## src/rtl/core/dstl_pkg.sv

```systemverilog
// Shared definitions for the decimal sample table loader.
// Character codes, result status codes and parameter defaults; no dependencies.

package dstl_pkg;

  localparam int unsigned TableDepthDefault = 64;
  localparam int unsigned SampleBitsDefault = 10;
  localparam int unsigned LimitReset        = 558;

  localparam logic [7:0] CHAR_CR    = 8'd13;
  localparam logic [7:0] CHAR_QMARK = 8'd63;
  localparam logic [7:0] CHAR_ZERO  = 8'd48;
  localparam logic [7:0] CHAR_NINE  = 8'd57;

  typedef enum logic [1:0] {
    ST_STORED   = 2'd0,
    ST_OVERFLOW = 2'd1,
    ST_ABORT    = 2'd2
  } status_e;

endpackage

```

## src/rtl/core/dstl_table.sv

```systemverilog
// Waveform sample table: one write port, per-entry valid bits cleared at reset.
// Uses dstl_pkg.

module dstl_table import dstl_pkg::*; #(
  parameter int unsigned TABLE_DEPTH = TableDepthDefault,
  parameter int unsigned SAMPLE_BITS = SampleBitsDefault
) (
  input  logic                           clk_i,
  input  logic                           rst_ni,
  input  logic                           wr_en_i,
  input  logic [$clog2(TABLE_DEPTH)-1:0] wr_addr_i,
  input  logic [SAMPLE_BITS-1:0]         wr_data_i
);

  logic [SAMPLE_BITS-1:0] mem_q [TABLE_DEPTH];
  logic [TABLE_DEPTH-1:0] valid_q;

  always_ff @(posedge clk_i or negedge rst_ni) begin
    if (!rst_ni) begin
      valid_q <= '0;
    end else if (wr_en_i) begin
      valid_q[wr_addr_i] <= 1'b1;
    end
  end

  always_ff @(posedge clk_i) begin
    if (wr_en_i) begin
      mem_q[wr_addr_i] <= wr_data_i;
    end
  end

endmodule

```

## src/rtl/core/dstl_parse.sv

```systemverilog
// Character parser: digit accumulator, entry counter and result decode.
// Uses dstl_pkg.

module dstl_parse import dstl_pkg::*; #(
  parameter int unsigned TABLE_DEPTH = TableDepthDefault,
  parameter int unsigned SAMPLE_BITS = SampleBitsDefault
) (
  input  logic                           clk_i,
  input  logic                           rst_ni,
  input  logic                           step_i,
  input  logic [7:0]                     char_i,
  input  logic [SAMPLE_BITS-1:0]         limit_i,
  output logic                           emit_o,
  output status_e                        status_o,
  output logic [$clog2(TABLE_DEPTH)-1:0] index_o,
  output logic [SAMPLE_BITS-1:0]         value_o,
  output logic                           trimmed_o,
  output logic                           last_o
);

  localparam int unsigned IdxW = $clog2(TABLE_DEPTH);
  localparam int unsigned AccW = SAMPLE_BITS + 1;
  localparam int unsigned ProdW = SAMPLE_BITS + 4;
  localparam logic [AccW-1:0] AccSat = AccW'(1) << SAMPLE_BITS;
  localparam logic [IdxW-1:0] LastIdx = IdxW'(TABLE_DEPTH - 1);

  logic [AccW-1:0]  acc_q, acc_d;
  logic [IdxW-1:0]  cnt_q, cnt_d;
  logic [ProdW-1:0] acc_ext, prod;
  logic             is_digit, is_cr, is_qmark, overflow, trim, last;

  assign is_digit = (char_i >= CHAR_ZERO) && (char_i <= CHAR_NINE);
  assign is_cr    = (char_i == CHAR_CR);
  assign is_qmark = (char_i == CHAR_QMARK);

  // acc * 10 + digit; digit code low nibble is the digit value
  assign acc_ext = ProdW'(acc_q);
  assign prod    = (acc_ext << 3) + (acc_ext << 1) + ProdW'(char_i[3:0]);

  assign overflow = acc_q[SAMPLE_BITS];
  assign trim     = acc_q[SAMPLE_BITS-1:0] > limit_i;
  assign last     = (cnt_q == LastIdx);

  always_comb begin
    acc_d     = acc_q;
    cnt_d     = cnt_q;
    emit_o    = 1'b0;
    status_o  = ST_STORED;
    index_o   = '0;
    value_o   = '0;
    trimmed_o = 1'b0;
    last_o    = 1'b0;
    priority if (is_qmark) begin
      acc_d    = '0;
      cnt_d    = '0;
      emit_o   = 1'b1;
      status_o = ST_ABORT;
    end else if (is_digit) begin
      acc_d = (prod > ProdW'(AccSat)) ? AccSat : AccW'(prod);
    end else if (is_cr) begin
      emit_o = 1'b1;
      acc_d  = '0;
      if (overflow) begin
        cnt_d    = '0;
        status_o = ST_OVERFLOW;
      end else begin
        cnt_d     = last ? '0 : cnt_q + IdxW'(1);
        index_o   = cnt_q;
        value_o   = trim ? limit_i : acc_q[SAMPLE_BITS-1:0];
        trimmed_o = trim;
        last_o    = last;
      end
    end else begin
      acc_d = acc_q;
    end
  end

  always_ff @(posedge clk_i or negedge rst_ni) begin
    if (!rst_ni) begin
      acc_q <= '0;
      cnt_q <= '0;
    end else if (step_i) begin
      acc_q <= acc_d;
      cnt_q <= cnt_d;
    end
  end

endmodule

```

## src/rtl/core/decimal_sample_table_loader_top.sv

```systemverilog
// Decimal sample table loader, top level.
// Input register, dstl_parse, dstl_table and result register; uses dstl_pkg.

// Accepts one character item per cycle unless a result waits on the output;
// a character waits in the input register, its result in the result register.
// Digits build a value, carriage return stores it (clamped to the limit) in the
// next table entry unless it overflowed, question mark aborts the session. The
// table is cleared at reset through per-entry valid bits, so no clearing pass runs.

module decimal_sample_table_loader_top import dstl_pkg::*; #(
  parameter int unsigned TABLE_DEPTH = TableDepthDefault,
  parameter int unsigned SAMPLE_BITS = SampleBitsDefault
) (
  input  logic                           clk_i,
  input  logic                           rst_ni,
  input  logic                           cfg_valid_i,
  output logic                           cfg_ready_o,
  input  logic [SAMPLE_BITS-1:0]         cfg_data_i,
  input  logic                           in_valid_i,
  output logic                           in_ready_o,
  input  logic [7:0]                     rx_char_i,
  output logic                           out_valid_o,
  input  logic                           out_ready_i,
  output logic [1:0]                     status_o,
  output logic [$clog2(TABLE_DEPTH)-1:0] sample_index_o,
  output logic [SAMPLE_BITS-1:0]         stored_value_o,
  output logic                           trimmed_o,
  output logic                           last_sample_o
);

  localparam int unsigned IdxW = $clog2(TABLE_DEPTH);
  localparam int unsigned SampleMax = (1 << SAMPLE_BITS) - 1;
  localparam int unsigned LimitRst = (LimitReset > SampleMax) ? SampleMax : LimitReset;

  logic [SAMPLE_BITS-1:0] limit_q;
  logic                   s1_valid_q;
  logic [7:0]             s1_char_q;
  logic                   out_valid_q;
  logic [1:0]             status_q;
  logic [IdxW-1:0]        index_q;
  logic [SAMPLE_BITS-1:0] value_q;
  logic                   trim_q, last_q;

  logic                   emit, advance, out_free;
  status_e                status;
  logic [IdxW-1:0]        index;
  logic [SAMPLE_BITS-1:0] value;
  logic                   trim, last;

  assign cfg_ready_o = 1'b1;

  always_ff @(posedge clk_i or negedge rst_ni) begin
    if (!rst_ni) begin
      limit_q <= SAMPLE_BITS'(LimitRst);
    end else if (cfg_valid_i) begin
      limit_q <= cfg_data_i;
    end
  end

  assign out_free   = !out_valid_q || out_ready_i;
  assign advance    = s1_valid_q && (out_free || !emit);
  assign in_ready_o = !s1_valid_q || advance;

  always_ff @(posedge clk_i or negedge rst_ni) begin
    if (!rst_ni) begin
      s1_valid_q <= 1'b0;
    end else if (in_ready_o) begin
      s1_valid_q <= in_valid_i;
    end
  end

  always_ff @(posedge clk_i) begin
    if (in_ready_o && in_valid_i) begin
      s1_char_q <= rx_char_i;
    end
  end

  dstl_parse #(
    .TABLE_DEPTH(TABLE_DEPTH),
    .SAMPLE_BITS(SAMPLE_BITS)
  ) u_parse (
    .clk_i     (clk_i),
    .rst_ni    (rst_ni),
    .step_i    (advance),
    .char_i    (s1_char_q),
    .limit_i   (limit_q),
    .emit_o    (emit),
    .status_o  (status),
    .index_o   (index),
    .value_o   (value),
    .trimmed_o (trim),
    .last_o    (last)
  );

  dstl_table #(
    .TABLE_DEPTH(TABLE_DEPTH),
    .SAMPLE_BITS(SAMPLE_BITS)
  ) u_table (
    .clk_i     (clk_i),
    .rst_ni    (rst_ni),
    .wr_en_i   (advance && emit && (status == ST_STORED)),
    .wr_addr_i (index),
    .wr_data_i (value)
  );

  always_ff @(posedge clk_i or negedge rst_ni) begin
    if (!rst_ni) begin
      out_valid_q <= 1'b0;
    end else if (advance && emit) begin
      out_valid_q <= 1'b1;
    end else if (out_ready_i) begin
      out_valid_q <= 1'b0;
    end
  end

  always_ff @(posedge clk_i) begin
    if (advance && emit) begin
      status_q <= status;
      index_q  <= index;
      value_q  <= value;
      trim_q   <= trim;
      last_q   <= last;
    end
  end

  assign out_valid_o    = out_valid_q;
  assign status_o       = status_q;
  assign sample_index_o = index_q;
  assign stored_value_o = value_q;
  assign trimmed_o      = trim_q;
  assign last_sample_o  = last_q;

endmodule
```

## config.mk

```make
export PLATFORM = sky130hd
export DESIGN_NAME = decimal_sample_table_loader_top
export DESIGN_NICKNAME = d
export VERILOG_FILES = /design/src/rtl/core/dstl_pkg.sv /design/src/rtl/core/dstl_table.sv /design/src/rtl/core/dstl_parse.sv /design/src/rtl/core/decimal_sample_table_loader_top.sv
export SDC_FILE = /design/constraint.sdc
export NUM_CORES = 1
export LEC_CHECK = 0
export ABC_AREA = 1
export CORE_MARGIN = 3
export CORE_UTILIZATION = 36
export CTS_CLUSTER_SIZE = 16
export DETAILED_ROUTE_END_ITERATION = 10
export DONT_BUFFER_PORTS = 1
export PLACE_DENSITY = 0.6
export SYNTH_ARGS = -nofsm -noshare
export SYNTH_HDL_FRONTEND = slang
export SYNTH_SLANG_ARGS = --single-unit
```

## constraint.sdc

```tcl
create_clock -name clk_i -period 5.1 [get_ports clk_i]
set_input_delay 0.51 -clock clk_i [delete_from_list [all_inputs] [get_ports clk_i]]
set_output_delay 0.51 -clock clk_i [all_outputs]
set_load 0.03 [all_outputs]
```

Yosys cells after proc, flatten, opt, wreduce, memory -nomap -nowiden. Cells that the tools add are included.

Flip-flop bits (word level): 57. Latch bits: 0. Bits in writable memories: 0. ROM bits: 0. Bits of input ports: 23. Output and inout port bits: 23. Word-level logic and storage cells: 59. Memories kept: 0.

Add/sub/neg operators: 3. Multiply operators: 0. Div/mod/pow operators: 0. Order comparisons: 4. Equality and inequality tests: 4. Shifts and indexed selects: 0. Mux-type cells: 18. Bitwise gates (word level): 1. Reductions and logical operators: 17.

Operator list (count): two-way mux 11 bit (4); two-way mux 6 bit (5); adder 14 x 12 -> 14 bit (1); adder 14 x 4 -> 14 bit (1); greater-than comparator 14 x 11 -> 1 bit, second input constant (1); greater-than comparator 10 bit (1); two-way mux 10 bit (1); equality test 8 x 4 -> 1 bit, second input constant (1); equality test 8 x 6 -> 1 bit, second input constant (1); greater-or-equal comparator 8 x 6 -> 1 bit, second input constant (1); less-or-equal comparator 8 x 6 -> 1 bit, second input constant (1); adder 6 x 1 -> 6 bit, second input constant (1); equality test 6 bit, second input constant (1); two-way mux 1 bit (6); logical AND 1 bit (4); two-way mux 2 bit (2); nonzero test 2 bit (2); OR reduction 4 bit (1); zero test 1 bit (3); logical OR 1 bit (3); AND reduction 3 bit (1); nonzero test 3 bit (1); OR reduction 3 bit (1); != test 2 bit, second input constant (1); other kinds (2) (2).

Depth between registers and ports, before layout. Gate-level depths: netlist of the first run.

Word-level depth: 9. Gate-level depth with buffers: 17. Depth with buffers taken out: 17.

Hierarchy. Synthesis of the first run repeated with hierarchy kept, for this count alone.

Cell total of the unflattened synthesis: 456. Area, all modules: 3653.5 µm².

By module, submodules not included: dstl_parse (times used 1, cells each 369, area an instance 2249.7 µm², sequential area each 425.4 µm²); decimal_sample_table_loader_top (times used 1, cells each 87, area an instance 1403.8 µm², sequential area each 1147.4 µm²).

Worst setup path before layout of the first run. No wires, ideal clock.

Path type: register to register. From: register u_parse.acc_q[0]. To: register u_parse.acc_q[0]. Setup time: 0.065 ns. Arrival time: 2.221 ns. Required time: 5.035 ns. Path slack: 2.814 ns. Cell stages (with the launch flop): 15. Path buffers: 0. Period minus slack after synthesis: 2.286 ns. Path through: dfrtp_1 -> inv_1 -> fa_1 -> fa_1 -> inv_1 -> nand3_1 -> nand2_2 -> nand2_1 -> nand2_1 -> nand3_1 -> nor2_2 -> nand3_2 -> nand2_4 -> nand3_1 -> nand2_1.

Cells in the longest elaborated chain, start to end: 6.

Ends and longest elaborated chain: from (decl) (line dstl_parse.sv:27) `logic [AccW-1:0] acc_q, acc_d;`; from (signal assigned) (line dstl_parse.sv:80) `acc_q <= '0;`; from (signal assigned) (line dstl_parse.sv:83) `acc_q <= acc_d;`; adder 14 x 12 -> 14 bit (line dstl_parse.sv:38) `assign prod = (acc_ext << 3) + (acc_ext << 1) + ProdW'(char_i[3:0]);`; adder 14 x 4 -> 14 bit (line dstl_parse.sv:38); greater-than comparator 14 x 11 -> 1 bit (line dstl_parse.sv:59) `acc_d = (prod > ProdW'(AccSat)) ? AccSat : AccW'(prod);`; two-way mux 11 bit (line dstl_parse.sv:59); two-way mux 11 bit (line dstl_parse.sv:58) `end else if (is_digit) begin`; two-way mux 11 bit (line dstl_parse.sv:53) `priority if (is_qmark) begin`.

Every way passes these cells. A chain may end at the register's enable or synchronous reset.

Final worst setup path of the first run. Ends and elaborated chain as after synthesis.

==> results.yml, run 1 <==
run_status:
  outcome: "finished clean"
placed_design:
  place.gp.congestion: 0.879
  dpl-instance-area_sq_mm: 0.00376
  place.port_buffers: 0
  place_ws_ps: 2610
  dpl.hpwl_microns: 5660
route:
  drc: 0
  first_iter_violations: 117
  detailroute.via_count: 2837
  firstDrtPassIters: 4
  count_of_antenna_violating_nets_left_after_detailed_routing: 0
  routed_wirelength_microns: 7420
  avg_wl_per_cell_microns: 12.3
  post_drt_via_cell_ratio: 4.70
power_and_ir_drop:
  fin_total_pwr_uw: 1060
  power.leakage_uw: 0.00208
  cellPowerDensity_mw_per_mm2: 264
  worst_ir_drop_vdd_uv: 130
die:
  start_util_pct: 37.1
  row_count: 36
  core_region_area_sq_mm: 0.00982
  chipHeight_microns: 107
  floorplan.die_area_sq_mm: 0.0114
  floorplan.io_pins: 46
  die_x_microns: 107
finish:
  layout.cells.most_common: "sky130_fd_sc_hd__nand2_1"
  multiInputGateArea_sq_mm: 0.00174
  post-route-cell-area_sq_mm: 0.00400
  mostFrequentLayoutCells: "sky130_fd_sc_hd__nand2_1, sky130_fd_sc_hd__inv_1, sky130_fd_sc_hd__nor2_1"
  final_nets: 522
  layout-area-overhead-vs-synth_pct: 9.65
  fillers: 1011
  diodes: 0
  final_layout_size_suffix_gt1_share_pct: 8.72
  regArea_sq_mm: 0.00157
clock_network:
  worstSkewPairLatency_ps: 330
  cts_tree: "built"
  cts.reportedPaths.clkPinSlew_ps: 70
  clockRootBuffer: "sky130_fd_sc_hd__clkbuf_8"
  cts-root-to-sink-buffers: 2
  cts_sinks: 57
  cts.repair.resized: 0
  htree_num_levels: 3
  numCtsBuffers: 9
worst_setup_path:
  setup_cp_type: "flip-flop to flip-flop"
  worst-endpoint-arrival_ps: 2800
  end_kind: "flip-flop"
  timing.critical_path.required_ps: 5370
  start_kind: "flip-flop"
  critical_path.max_fanout: 10
logic_synthesis:
  synth.yosys.warnings: 0
  ys_seq_area_share_pct: 43.2
  netlist_area_sq_mm: 0.00364
  synthesis.area_per_instance_sq_um: 7.89
  post_synth_num_cell_types: 36
  synth_fp_nets: 519
  synth_seq_cells: 57
  postSynthCellCount: 462
sta:
  setup_ws_ps: 2580
  achievable-frequency_ghz: 0.396
  layout_worst_path_cycle_share_pct: 49.5
  whs_ps: 20.2
  report.final.slew_viol_count: 0
  worst_slew_pin_slew_ps: 1040
  hold_viol: 0
  finalSetupViolations: 0
  max_transition_margin_pct: 30.4
  timing.clock.skew_ps: 13.3
  finalCriticalPeriod_ps: 2520
  grt_setup_unrepaired: "false"
  setup_total_negative_slack_ps: 0
grt:
  pin_count_of_the_biggest_net_entering_global_routing: 33
  first_global_vias: 2748
  final_global_route_overflow_total: 0
  antenna_found_initial: 1
  grt_util_all_layers_pct: 13.7
  wire_length_of_the_first_global_routing_pass_microns: 12400
worst_hold_path:
  worst_hold_path_type: "input pin to async pin"
run:
  max_capacitance_violation_count: 0
-- timing repair --
action	CTS	global route
endpoints found under the hold margin	24	0
hold buffers	2	0
buffers inserted	0	0
-- stage by stage --
step / util, % / std cells
3_5_place_dp: 38.3 / 585
2_1_floorplan: - / 462
6_report: 40.7 / 603
4_1_cts: 40.7 / 603
5_1_grt: 40.7 / 603
3_3_place_gp: 38.3 / 585
-- worst max-delay path: stages (launching register included) --
cell	delay, ps
sky130_fd_sc_hd__dfrtp_1	380
sky130_fd_sc_hd__inv_1	100
sky130_fd_sc_hd__fa_1	590
sky130_fd_sc_hd__inv_1	60
sky130_fd_sc_hd__ha_1	320
sky130_fd_sc_hd__nand2_1	60
sky130_fd_sc_hd__nor2_1	130
sky130_fd_sc_hd__nand3_1	130
sky130_fd_sc_hd__nand3_1	110
sky130_fd_sc_hd__nand2_1	80
sky130_fd_sc_hd__nand2_1	80
sky130_fd_sc_hd__nand2_2	90
sky130_fd_sc_hd__nor2_8	160
sky130_fd_sc_hd__nand3_1	110
sky130_fd_sc_hd__nand2_1	60
-- worst paths after layout --
| path | start | end | slack, ps | depth (start not counted) |
|---|---|---|---|---|
| hold reg to reg | limit_q[5] | limit_q[5] | 510 | 2 |
| min in group clk_i | cfg_valid_i | limit_q[3] | 250 | 1 |
| setup reg to reg | u_parse.acc_q[0] | u_parse.acc_q[0] | 2580 | 14 |
| max in group asynchronous | rst_ni | u_parse.acc_q[7] | 4330 | 2 |
| hold / removal | rst_ni | limit_q[9] | 20 | 0 |
| setup / recovery | u_parse.acc_q[0] | u_parse.acc_q[0] | 2580 | 14 |
-- Yosys cell counts (all sizes together) --
library cell	n	area [sq um]
xor2	1	8.76
buf	7	43.8
o211ai	1	7.51
o21ai	18	90.1
dfstp	5	131
a211oi	1	7.51
o21bai	1	7.51
nand3	37	195
mux2	1	11.3
nand2	134	536
xnor2	1	8.76
clkbuf	3	11.3
o2111ai	1	8.76
nand4	8	50.1
nor2	68	277
conb	1	3.75
or2	1	6.26
nand3b	3	22.5
nor3	2	15.0
fa	2	40.0
inv	73	274
edfxtp	28	841
dfrtp	24	601
ha	32	400
a21oi	8	43.8
clkinv	1	3.75
-- where the power goes --
part           total [uW]  switching (uW)  leakage (uW)  internal (uW)
Sequential            517            13.6      0.000626            503
Combinational        84.2            54.5       0.00135           29.7
Clock                 454             182      0.000108            273
-- cell type report --
cell class	instances	share of cell area, %
Clock buffer	10	3.19
Clock inverter	6	2.07
Inverter	74	6.95
Multi-Input combinational cell	321	43.5
Sequential cell	57	39.4
Tap cell	133	4.16
Timing Repair Buffer	2	0.751
-- registers in the layout, indices dropped and copies added (netlist names) --
name	count
sample_index_o	6
limit_q	10
stored_value_o	10
s1_valid_q	1
out_valid_o	1
trimmed_o	1
u_parse.cnt_q	6
u_parse.acc_q	11
last_sample_o	1
status_o	2
s1_char_q	8
-- metal layers --
metal	vias to the layer above	part of all wire (%)	global-route usage (%)
met5	-	0.27	0
met4	2	3.0	6.85
met3	20	3.4	2.59
met2	62	46	22.7
met1	1276	47	17.0
li1	1477	-	-
-- logic make-up after synthesis --
| logic type | after synthesis | share of synthesized area, % |
|---|---|---|
| AND/OR/NAND/NOR | 253 | 30.2 |
| buffers and inverters | 84 | 9.13 |
| flip-flops | 57 | 43.2 |
| adder cells (fa/ha/maj) | 34 | 12.1 |
| AO/OA/AOI/OAI | 30 | 4.53 |
| XOR/XNOR | 2 | 0.481 |
| other | 1 | 0.103 |
| multiplexers | 1 | 0.309 |
(Power assumes the default switching activity.)
==> inputs of run 2 (changes only) <==
Settings changed: PLACE_DENSITY 0.6 to 0.62.
Clock period 5.1 ns to 2.1 ns, I/O delays scaled along.
==> results.yml, run 2 (synthesized netlist as in run 1, its figures left out) <==
run_status:
  outcome: "finished with violations"
  violations: "negative setup slack"
power_and_ir_drop:
  pwr-share-comb_pct: 10.7
  power.leakage_uw: 0.00238
  power.switching_fraction_pct: 23.3
  power.share.clock_pct: 41.4
  fin_total_pwr_uw: 2610
  worst_ir_drop_vdd_uv: 288
  cellPowerDensity_mw_per_mm2: 553
  seq_power_share_pct: 48.0
  p_sw_uw: 610
  power_report.internal_total_uw: 2000
route:
  detailroute.via_count: 3099
  avg_wl_per_cell_microns: 12.6
  met1_wirelength_microns: 3700
  first_iter_violations: 140
  topRoutingLayerUsed: "met4"
  dr_wl_met3_microns: 234
  firstDrtPassIters: 4
  count_of_antenna_violating_nets_left_after_detailed_routing: 0
  routed_wirelength_microns: 8290
  wl_met2_microns: 4190
  drc: 0
  post_drt_via_cell_ratio: 4.70
sta:
  finalCriticalPeriod_ps: 2380
  layout_worst_path_cycle_share_pct: 113
  whs_ps: 13.2
  report.final.slew_viol_count: 0
  grt_setup_unrepaired: "true"
  max_transition_margin_pct: 62.7
  setup_ws_ps: -277
  setup_total_negative_slack_ps: -2690
  timing.clock.skew_ps: 8.33
  worst_slew_pin_slew_ps: 558
  achievable-frequency_ghz: 0.421
  finalSetupViolations: 13
  hold_viol: 0
die:
  floorplan.io_pins: 46
  start_util_pct: 37.1
  core_region_area_sq_mm: 0.00982
  chipHeight_microns: 107
  floorplan.die_area_sq_mm: 0.0114
  die_x_microns: 107
  row_count: 36
grt:
  grt_util_all_layers_pct: 14.3
  final_global_route_overflow_total: 0
  antenna_found_initial: 0
  wire_length_of_the_first_global_routing_pass_microns: 13100
  pin_count_of_the_biggest_net_entering_global_routing: 33
  first_global_vias: 2852
clock_network:
  cts.reportedPaths.clkPinSlew_ps: 60
  worstSkewPairLatency_ps: 330
  cts-root-to-sink-buffers: 2
  cts_sinks: 57
  clockRootBuffer: "sky130_fd_sc_hd__clkbuf_8"
  numCtsBuffers: 9
  htree_num_levels: 3
  cts_tree: "built"
worst_setup_path:
  setup_cp_type: "flip-flop to flip-flop"
  worst-endpoint-arrival_ps: 2630
  start_kind: "flip-flop"
  end_kind: "flip-flop"
  critical_path.max_fanout: 5
  timing.critical_path.required_ps: 2360
placed_design:
  dpl.hpwl_microns: 5890
  place.gp.congestion: 0.908
  dpl-instance-area_sq_mm: 0.00403
  place.port_buffers: 0
run:
  max_capacitance_violation_count: 0
finish:
  mostFrequentLayoutCells: "sky130_fd_sc_hd__nand2_1, sky130_fd_sc_hd__inv_1, sky130_fd_sc_hd__nor2_1"
  diodes: 0
  largest_register_ffs: 11
  layout-area-overhead-vs-synth_pct: 29.8
  layout.cells.most_common: "sky130_fd_sc_hd__nand2_1"
  post-route-cell-area_sq_mm: 0.00473
  final_layout_size_suffix_gt1_share_pct: 23.8
  final_nets: 578
  registers.top_by_ff_count: "u_parse.acc_q"
  final_util_pct: 48.2
worst_hold_path:
  worst_hold_path_type: "input pin to flip-flop"
-- run 2: cell types whose count changed in the layout (fill, tap and decap cells not counted), moves of 5 or more --
cell                            before  now
sky130_fd_sc_hd__nor2_1             65   60
sky130_fd_sc_hd__ha_1               32   25
sky130_fd_sc_hd__nand2_2            10   22
sky130_fd_sc_hd__nand3_2             2    7
sky130_fd_sc_hd__buf_4               0   30
sky130_fd_sc_hd__dlygate4sd3_1       1   17
sky130_fd_sc_hd__ha_4                0    6
sky130_fd_sc_hd__inv_1              71   65
sky130_fd_sc_hd__nand2_1           123  108
sky130_fd_sc_hd__inv_2               2    8
sky130_fd_sc_hd__nand3_1            35   30
-- run 2: what timing repair did --
action / 4_1_cts / 5_1_grt
buffers inserted: 1 / 3
hold buffers: 18 / 0
gates resized for setup: 10 / 38
cloned: 1 / 4
endpoints found under the hold margin: 47 / 0
pin swaps: 3 / 8
setup endpoints to repair: 21 / 21
-- run 2: metal layers --
metal	vias to the layer above	global-route usage, %
met5	-	0
met4	0	5.39
met3	20	2.71
met2	62	24.5
met1	1426	17.8
li1	1591	-
-- run 2: final timing paths --
kind / from / endpoint / slack [ps] / cells after the start
max: s1_char_q[3] / u_parse.acc_q[3] / -280 / 11
max in group asynchronous: rst_ni / limit_q[9] / 1530 / 2
min in group asynchronous: rst_ni / u_parse.cnt_q[2] / 320 / 2
max reg2reg: s1_char_q[3] / u_parse.acc_q[3] / -280 / 11
min: cfg_data_i[8] / limit_q[8] / 10 / 2
min reg2reg: limit_q[1] / limit_q[1] / 510 / 2
-- run 2: stage by stage --
| stage | setup WS (ps) | cells |
|---|---|---|
| 2_1_floorplan | -84.2 | 462 |
| 3_3_place_gp | -208 | 616 |
| 3_5_place_dp | -260 | 616 |
| 4_1_cts | -242 | 652 |
| 5_1_grt | -411 | 659 |
| 6_report | -277 | 659 |
-- run 2: final cells by class --
cell class,instances,area [sq um]
inverter,74,278
sequential,57,1570
fill,954,5090
multi-input combinational,323,1950
timing repair buffer,56,551
clock inverter,6,82.6
clock buffer,10,128
tap,133,166
-- run 2: power groups by stage --
stage / combinational, uW / sequential (uW) / clock (uW)
2_1_floorplan: 163 / 1270 / 0
3_3_place_gp: 196 / 1270 / 0
3_5_place_dp: 202 / 1270 / 0
4_1_cts: 255 / 1250 / 1110
5_1_grt: 324 / 1260 / 1160
6_report: 279 / 1250 / 1080
-- run 2: critical path: stages (launching register included) --
cell and delay, ps:
sky130_fd_sc_hd__edfxtp_1 400, sky130_fd_sc_hd__inv_2 80, sky130_fd_sc_hd__fa_2 460, sky130_fd_sc_hd__fa_2 550
sky130_fd_sc_hd__nand4_1 100, sky130_fd_sc_hd__nor2_1 100, sky130_fd_sc_hd__nand3_1 90, sky130_fd_sc_hd__nor2_2 100
sky130_fd_sc_hd__nand3_2 130, sky130_fd_sc_hd__nand2_2 150, sky130_fd_sc_hd__nand3_2 80, sky130_fd_sc_hd__nand2_1 70
==> inputs of run 3 (changes only) <==
Settings changed: CTS_CLUSTER_SIZE 16 to not set, MAX_ROUTING_LAYER set to met4.
==> results.yml, run 3 (synthesized netlist as in run 1, its figures left out) <==
run_status:
  outcome: "finished with violations"
  violations: "negative setup slack"
sta:
  grt_setup_unrepaired: "true"
  max_transition_margin_pct: 62.9
  finalSetupViolations: 13
  report.final.slew_viol_count: 0
  finalCriticalPeriod_ps: 2370
  worst_slew_pin_slew_ps: 554
  hold_viol: 0
  layout_worst_path_cycle_share_pct: 113
  timing.clock.skew_ps: 9.35
  setup_ws_ps: -274
  achievable-frequency_ghz: 0.421
finish:
  largest_register_ffs: 11
  layout-area-overhead-vs-synth_pct: 29.1
  registers.top_by_ff_count: "u_parse.acc_q"
  multiInputGateArea_sq_mm: 0.00193
  final_layout_size_suffix_gt1_share_pct: 23.6
  final_nets: 578
  fillers: 960
  diodes: 0
  layout.cells.most_common: "sky130_fd_sc_hd__nand2_1"
  regArea_sq_mm: 0.00157
  post-route-cell-area_sq_mm: 0.00470
  stdcell_count: 659
  mostFrequentLayoutCells: "sky130_fd_sc_hd__nand2_1, sky130_fd_sc_hd__inv_1, sky130_fd_sc_hd__nor2_1"
placed_design:
  dpl.hpwl_microns: 5890
  place_ws_ps: -260
  placed_cells: 616
  dpl-instance-area_sq_mm: 0.00403
  place.gp.congestion: 0.923
  place.port_buffers: 0
route:
  routed_wirelength_microns: 8200
  detailroute.via_count: 3083
  first_iter_violations: 109
  drc: 0
  post_drt_via_cell_ratio: 4.68
  count_of_antenna_violating_nets_left_after_detailed_routing: 0
  firstDrtPassIters: 4
  avg_wl_per_cell_microns: 12.4
clock_network:
  cts-root-to-sink-buffers: 2
  cts_tree: "built"
  worstSkewPairLatency_ps: 330
  numCtsBuffers: 9
  cts.reportedPaths.clkPinSlew_ps: 60
  htree_num_levels: 3
  clockRootBuffer: "sky130_fd_sc_hd__clkbuf_8"
  cts_sinks: 57
grt:
  antenna_found_initial: 0
  first_global_vias: 2852
  grt_util_all_layers_pct: 14.7
  pin_count_of_the_biggest_net_entering_global_routing: 33
  final_global_route_overflow_total: 0
  wire_length_of_the_first_global_routing_pass_microns: 13100
worst_setup_path:
  timing.critical_path.required_ps: 2370
  timing.critical_path.buf_inv: 1
  worstPathCellList: "inv_2 -> fa_2 -> fa_2 -> nand4_1 -> nor2_1 -> nand3_1 -> nor2_2 -> nand3_2 -> nand2_2 -> nand3_1 -> nand2_1"
  start_kind: "flip-flop"
  worstReg2RegStart: "s1_char_q[3]"
  ff2ff_path_depth: 11
  reg2reg_slack_ps: -270
  end_kind: "flip-flop"
  critical_path.max_fanout: 5
  critPathTopFamily: "adder cells"
  setup_cp_type: "flip-flop to flip-flop"
  rr_endpoint: "u_parse.acc_q[2]"
  slowest_stage: "sky130_fd_sc_hd__fa_2"
  worst-endpoint-arrival_ps: 2640
  critPathMaxStageDelay_ps: 550
die:
  die_x_microns: 107
  core_region_area_sq_mm: 0.00982
  floorplan.die_area_sq_mm: 0.0114
  chipHeight_microns: 107
  row_count: 36
  start_util_pct: 37.1
  floorplan.io_pins: 46
worst_hold_path:
  worst_hold_path_type: "input pin to flip-flop"
  holdPathEnd: "limit_q[8]"
  worst_hold_path.num_cells: 2
  hold_start: "cfg_data_i[8]"
power_and_ir_drop:
  power.leakage_uw: 0.00238
  worst_ir_drop_vdd_uv: 290
  cellPowerDensity_mw_per_mm2: 555
  fin_total_pwr_uw: 2610
run:
  max_capacitance_violation_count: 0
run 3: worst register-to-register path, delay by kind of cell, from the launching register on:
| kind | cells | cell delay [ps] |
|---|---|---|
| simple gates | 8 | 830 |
| fa+ha+maj | 2 | 1020 |
| buf+inv | 1 | 80 |
| flops | 1 | 400 |
run 3: power by group:
group	leakage (uW)	internal, uW	switching, uW
combinational	0.00165	118	158
sequential	0.000624	1220	31.3
clock	0.000108	662	421
total	0.00238	2000	611
run 3: layout make-up:
| cell class | count | share of cell area (%) |
|---|---|---|
| clock buffer | 10 | 2.71 |
| tap | 133 | 3.54 |
| sequential | 57 | 33.5 |
| timing repair buffer | 56 | 11.7 |
| clock inverter | 6 | 1.76 |
| inverter | 74 | 5.90 |
| multi-input combinational | 323 | 40.9 |
run 3: through the flow:
step,hold slack (ps),utilization [%],setup TNS [ps]
final,12.4,47.9,-2690
after detailed placement,-84.7,41.0,-2760
after global routing,4.35,47.9,-4830
after CTS,2.33,45.7,-2550
after floorplan,-85.6,-,-865
after global placement,-84.7,41.0,-2180
run 3: worst max path at each step:
stage / to / cells after the start / startpoint
after floorplan: u_parse.acc_q[0] / 12 / u_parse.acc_q[1]
after CTS: u_parse.acc_q[8] / 14 / u_parse.acc_q[2]
after global placement: u_parse.acc_q[9] / 14 / s1_char_q[3]
after global routing: u_parse.acc_q[3] / 14 / u_parse.acc_q[0]
after detailed placement: u_parse.acc_q[8] / 14 / s1_char_q[3]
final: u_parse.acc_q[2] / 11 / s1_char_q[3]
run 3: repair_timing:
action                     4_1_cts  5_1_grt
setup endpoints to repair       21       21
hold endpoints to repair        47        0
hold buffers                    18        0
resized for setup               10       35
pin swaps                        3        5
cloned                           1        4
setup buffers                    1        3
run 3: layer usage:
layer,global-route usage (%),up-vias,wire length [microns]
met5,-,-,0
met4,5.39,0,157
met3,2.59,17,209
met2,24.5,61,4130
met1,18.0,1411,3700
li1,-,1594,-
